`src/hdl/sort_pkg.sv`:
```
// Shared types and constants of the score-ordered request table.
// Used by sort_ctrl, sort_dp and score_ordered_request_table; depends on nothing.
package sort_pkg;

	localparam int DEPTH    = 64;
	localparam int IDX_W    = $clog2(DEPTH);
	localparam int CNT_W    = IDX_W + 1;
	localparam int KEY_W    = 20;
	localparam int SIZE_W   = 16;
	localparam int WEIGHT_W = 24;
	localparam int POS_W    = 6;
	localparam int KIND_W   = 2;
	localparam int STATUS_W = 3;
	localparam int PROD_W   = SIZE_W + WEIGHT_W;

	localparam logic [KIND_W-1:0] KIND_ADD     = 2'd0;
	localparam logic [KIND_W-1:0] KIND_REM_KEY = 2'd1;
	localparam logic [KIND_W-1:0] KIND_REM_POS = 2'd2;

	localparam logic [STATUS_W-1:0] ST_INSERTED  = 3'd0;
	localparam logic [STATUS_W-1:0] ST_MERGED    = 3'd1;
	localparam logic [STATUS_W-1:0] ST_FULL      = 3'd2;
	localparam logic [STATUS_W-1:0] ST_REMOVED   = 3'd3;
	localparam logic [STATUS_W-1:0] ST_NOT_FOUND = 3'd4;

	typedef struct packed {
		logic [KEY_W-1:0]    key;
		logic [SIZE_W-1:0]   size;
		logic [WEIGHT_W-1:0] weight;
	} entry_t;

	localparam int ENTRY_W = $bits(entry_t);

	// Commands from the controller to the datapath.
	typedef struct packed {
		logic load;
		logic scan_start;
		logic decide;
		logic copy_start;
		logic place;
		logic respond;
	} cmd_t;

	// Status from the datapath to the controller.
	typedef struct packed {
		logic                busy;
		logic [STATUS_W-1:0] outcome;
		logic [CNT_W-1:0]    count;
	} sts_t;

endpackage

```
`src/hdl/sort_ctrl.sv`:
```
// Sequencing state machine of the score-ordered request table.
// Depends on sort_pkg for the command and status structs.
module sort_ctrl (
	input  logic            clk,
	input  logic            arst_n,
	input  logic            in_valid,
	output logic            in_ready,
	output logic            out_valid,
	input  logic            out_ready,
	input  sort_pkg::sts_t  sts,
	output sort_pkg::cmd_t  cmd
);

	typedef enum logic [2:0] {
		S_IDLE,
		S_SCAN,
		S_DECIDE,
		S_COPY,
		S_PLACE,
		S_RESP
	} state_t;

	state_t state_q;
	logic   out_valid_q;
	logic   rewrite;

	assign rewrite = (sts.outcome == sort_pkg::ST_INSERTED) ||
		(sts.outcome == sort_pkg::ST_MERGED) || (sts.outcome == sort_pkg::ST_REMOVED);

	assign in_ready  = (state_q == S_IDLE);
	assign out_valid = out_valid_q;

	always_comb begin
		cmd            = '0;
		cmd.load       = (state_q == S_IDLE) && in_valid;
		cmd.scan_start = (state_q == S_IDLE) && in_valid;
		cmd.decide     = (state_q == S_DECIDE);
		cmd.copy_start = (state_q == S_DECIDE) && rewrite;
		cmd.place      = (state_q == S_PLACE);
		cmd.respond    = (state_q == S_RESP) && (!out_valid_q || out_ready);
	end

	always_ff @(posedge clk or negedge arst_n) begin
		if (!arst_n) begin
			state_q     <= S_IDLE;
			out_valid_q <= 1'b0;
		end else begin
			if (cmd.respond) begin
				out_valid_q <= 1'b1;
			end else if (out_ready) begin
				out_valid_q <= 1'b0;
			end
			unique case (state_q)
				S_IDLE: begin
					if (in_valid) state_q <= S_SCAN;
				end
				S_SCAN: begin
					if (!sts.busy) state_q <= S_DECIDE;
				end
				S_DECIDE: begin
					state_q <= rewrite ? S_COPY : S_RESP;
				end
				S_COPY: begin
					if (!sts.busy) state_q <= S_PLACE;
				end
				S_PLACE: begin
					state_q <= S_RESP;
				end
				S_RESP: begin
					if (cmd.respond) state_q <= S_IDLE;
				end
				default: begin
					state_q <= S_IDLE;
				end
			endcase
		end
	end

endmodule

```
`config.mk`:
```
export PLATFORM = sky130hd
export DESIGN_NAME = sort_ctrl
export DESIGN_NICKNAME = d
export VERILOG_FILES = /design/src/hdl/sort_pkg.sv /design/src/hdl/sort_ctrl.sv
export SDC_FILE = /design/constraint.sdc
export NUM_CORES = 1
export LEC_CHECK = 0
export ABC_AREA = 0
export BUFFER_PORTS_ARGS = -buffer_cell sky130_fd_sc_hd__buf_4
export CAP_MARGIN = 20
export CORE_AREA = 2 2 39 41
export CTS_CLUSTER_SIZE = 12
export DETAILED_ROUTE_END_ITERATION = 10
export DIE_AREA = 0 0 41 43
export GPL_ROUTABILITY_DRIVEN = 0
export SETUP_SLACK_MARGIN = 0.2
export SYNTH_ARGS = -nofsm -noshare
export SYNTH_HDL_FRONTEND = slang
export SYNTH_SLANG_ARGS = --single-unit
```
`constraint.sdc`:
```
create_clock -name clk -period 2 [get_ports clk]
set_input_delay 0.1 -clock clk [delete_from_list [all_inputs] [get_ports clk]]
set_output_delay 0.1 -clock clk [all_outputs]
set_load 0.02 [all_outputs]
```
# ---- After elaboration in Yosys (flattened, before gate mapping)
# Index checks and enable logic that the tools add are counted.
dict set report word_totals {
  register_bits 4
  latchBits 0
  ram_bits 0
  mem_bits_ro 0
  in_bits 15
  out_inout_bits 8
  word_cells 32
  mem_count 0
}
dict set report classes {
  n_addsub 0
  n_mul 0
  n_div 0
  magnitude_cmp 0
  eq_ne 11
  n_shift 0
  n_mux 8
  bitwise 0
  n_reduce_logical 11
}
# operator n
set ops {}
lappend ops {{3-bit case mux with 6 select lines} 1}
lappend ops {{3-bit 2-to-1 mux} 5}
lappend ops {{3-bit by 2-bit == test with 1-bit output, second input constant} 3}
lappend ops {{2-bit inequality test, second input constant} 4}
lappend ops {{3-bit by 1-bit == test with 1-bit output, second input constant} 2}
lappend ops {{3-bit == test, second input constant} 2}
lappend ops {{3-bit zero test} 2}
lappend ops {{4-bit AND reduction} 1}
lappend ops {{1-bit logical AND} 3}
lappend ops {{1-bit logical OR} 3}
lappend ops {{1-bit 2-to-1 mux} 2}
lappend ops {{2-bit nonzero test} 1}
lappend ops {{1-bit zero test} 1}

# ---- Logic depth before layout (Yosys ltp)
dict set report depth {
  ltp_word 5
  mapped_depth 3
  mapped_depth_nobuf 3
}

# ---- Worst setup path after synthesis
# OpenSTA, ideal clock, no wires.
dict set report synth_timing {
  path_type {reg2out}
  from {reg state_q[0]}
  to {out cmd[5] (netlist bit)}
  arrival_time_ns 1.501
  t_required_ns 1.900
  setup_slack_ns 0.399
  path_stages_with_launch 4
  path_buffers 1
  cell_sequence {dfrtp_1 nor3_1 and2_1 buf_4}
}
# item line
set synth_lines {}
lappend synth_lines {{from (decl)} sort_ctrl.sv:23} ;# state_t state_q;
lappend synth_lines {{from (signal assigned)} sort_ctrl.sv:61} ;# state_q <= rewrite ? S_COPY : S_RESP;
lappend synth_lines {{to (decl)} sort_ctrl.sv:11} ;# output sort_pkg::cmd_t cmd

==> flow_summary.ini <==
[clocking]
numCtsBuffers = 3
clk_pin_slew_ns = 0.04
clock_latency_ns = 0.24
cts-htree-levels = 1
cts-root-buf = clkbuf_4
cts_tree = built
holdBufCountCts = 1
clock_sinks = 4
ctsResizeCount = 0
cts_max_path_buffers = 2
cts_setup_buffers = 0

[route]
dr.pass1.iters = 4
routed_wl_um = 537
vias = 241
first_iter_violations = 2
postRouteAntennaNets = 0
via_per_inst = 3.89
post_drt_wl_per_cell_um = 8.66
drc_errors = 0

[final_layout]
multi_input_area_um2 = 133
nNetsFinal = 63
fill_cells = 157
drive_gt1_share_pct = 47.8
antenna_cells = 0
syn2layout_area_growth_pct = 63.6
instances_no_fill = 62
seq_area_um2 = 100

[global_route]
grt_pass1_wl_um = 869
overflow = 0
grt_pass1_vias = 225
grt_max_degree = 8
antenna_found_initial = 0
grt_use_total_pct = 8.14

[critical_path]
crit_type = reg2out
crit_arrival_ns = 1.23
cp-end-kind = primary output
rr_worst_depth = 3
r2r-end = state_q[2]$_DFFE_PN0P_
path_cells = nor3_1 > and2_1 > buf_4
r2r_start = out_valid$_DFFE_PN0P_
cp_slowest_cell = dfrtp_1
cp_max_fo = 7
max_stage_delay_ns = 0.44
reg2reg_slack_ns = 0.95
cp_data_required_time_ns = 1.90
critPathLaunchType = flop

[timing]
hold_viol = 0
finalCritPeriodShare_pct = 66.6
maxSlewHeadroom_pct = 85.0
slew_violations = 0
skew_ns = 0.00313
rsz0062_at_grt = false
setup_slack_ns = 0.668
max_freq_mhz = 751
layout_min_cycle_time_ns = 1.33
setup_tns_ns = 0
worstMarginPinSlew_ns = 0.225
setup_viol = 0

[synth]
synth_area_um2 = 248
netlist_instances = 28
ys_seq_elements = 4
avgSynthCellArea_um2 = 8.85
synth.area.top_cells = dfrtp_1, nor2_1, and2_1
synth_top_area_share_pct = 40.4
synth_largest_area_cell = dfrtp_1
seq_area_frac_synth_pct = 40.4
synthDistinctLibCells = 19
ys_warn_count = 0
syn-num-nets = 43

[power_and_ir_drop]
switching_power_mw = 0.251
power_per_cell_area_mw_per_mm2 = 1460
seq_power_share_pct = 28.9
p_clk_share_pct = 17.0
worst_ir_drop_vdd_v = 0.000404
p_comb_share_pct = 54.1
p_sw_share_pct = 42.4
p_int_mw = 0.342
p_leak_nw = 0.214

[min_path]
hold_path.class = in2reg
min_from = sts[10]
hold_depth = 3
hold_end = state_q[0]$_DFFE_PN0P_

[run]
cap_violations = 0

[floorplanning]
core_area_mm2 = 0.00138
die_w_um = 41
num_io_pins = 23
die_h_um = 43
floorplan.initialDensity_pct = 17.9
dieArea_mm2 = 0.00176
rows = 14

[placement]
pre_cts_slack_ns = 0.906
portBuffers = 15
dp.cells = 58

[run_status]
status = complete, no violations
## stage by stage
stage                     utilization [%]  hold WS (ns)  area [µm²]  power [mW]
final                                29.3         0.176         405       0.593
after global routing                 29.3         0.180         405       0.649
after CTS                            29.3         0.165         405       0.610
after detailed placement             26.9        -0.100         373       0.500
after global placement               26.9        -0.103         373       0.496
after floorplan                         -        -0.196         248       0.380
## worst max path at each step
stage | depth (start not counted) | end | slack [ns] | start
after floorplan | 3 | cmd[5] | 0.40 | state_q[0]$_DFFE_PN0P_
after global placement | 3 | cmd[4] | 0.91 | state_q[0]$_DFFE_PN0P_
after detailed placement | 3 | cmd[4] | 0.91 | state_q[0]$_DFFE_PN0P_
after CTS | 3 | cmd[4] | 0.64 | state_q[0]$_DFFE_PN0P_
after global routing | 3 | cmd[4] | 0.54 | state_q[0]$_DFFE_PN0P_
final | 3 | cmd[4] | 0.67 | state_q[0]$_DFFE_PN0P_
## area by class of cell
| type | count | area share [%] |
|---|---|---|
| Inverter | 2 | 1.85 |
| Sequential cell | 4 | 24.7 |
| Timing Repair Buffer | 16 | 30.2 |
| Clock buffer | 3 | 5.56 |
| Tap cell | 16 | 4.94 |
| Multi-Input combinational cell | 21 | 32.7 |
## layout by cell type (no fill, tap or decap), types with 2 or more instances in the layout
cell | netlist | routed
nor3_1 | 2 | 2
dfrtp_1 | 4 | 4
nor2_1 | 4 | 4
nand2b_1 | 2 | 2
and2_1 | 2 | 2
buf_4 | 1 | 15
clkbuf_4 | 0 | 3
## cells by family (layout without fill, tap and decap cells)
group | count (synthesis) | after routing | synth area share, %
simple gates | 14 | 14 | 31.8
buf+inv | 3 | 21 | 6.06
flops | 4 | 4 | 40.4
compound gates | 6 | 6 | 18.2
xor+xnor | 1 | 1 | 3.54
## critical path, delay by kind of cell, from the launching register on
kind,cells,cell delay (ns)
flip-flops,1,0.44
AND/OR/NAND/NOR,2,0.41
buffers and inverters,1,0.14
## metal layers
metal	vias to the layer above	wire length, µm	track usage (%)
met5	-	0	0
met2	11	260	10.0
met1	98	221	8.71
met3	0	55	8.38
met4	0	0	4.00
li1	132	-	-
## Yosys cell counts
library cell and n:
a21bo_1 1, a21oi_1 1, and2_1 2, and2b_2 1
buf_4 1, dfrtp_1 4, inv_1 1, inv_2 1
nand2_1 1, nand2b_1 2, nor2_1 4, nor2b_2 1
nor3_1 2, nor3b_1 1, o21ai_1 1, o21ai_2 1
o31ai_1 1, o32ai_1 1, xor2_1 1
## power groups by stage
stage          Sequential (mW)  Combinational, mW  Clock, mW
3_3_place_gp             0.174              0.321          0
4_1_cts                  0.175              0.327      0.108
6_report                 0.171              0.321      0.101
5_1_grt                  0.185              0.347      0.118
2_1_floorplan            0.174              0.206          0
3_5_place_dp             0.175              0.324          0
## sequential cells by signal, indices dropped and copies added, names as in the netlist
| name | count |
|---|---|
| state_q | 3 |
| out_valid | 1 |
(Power assumes the default switching activity.)
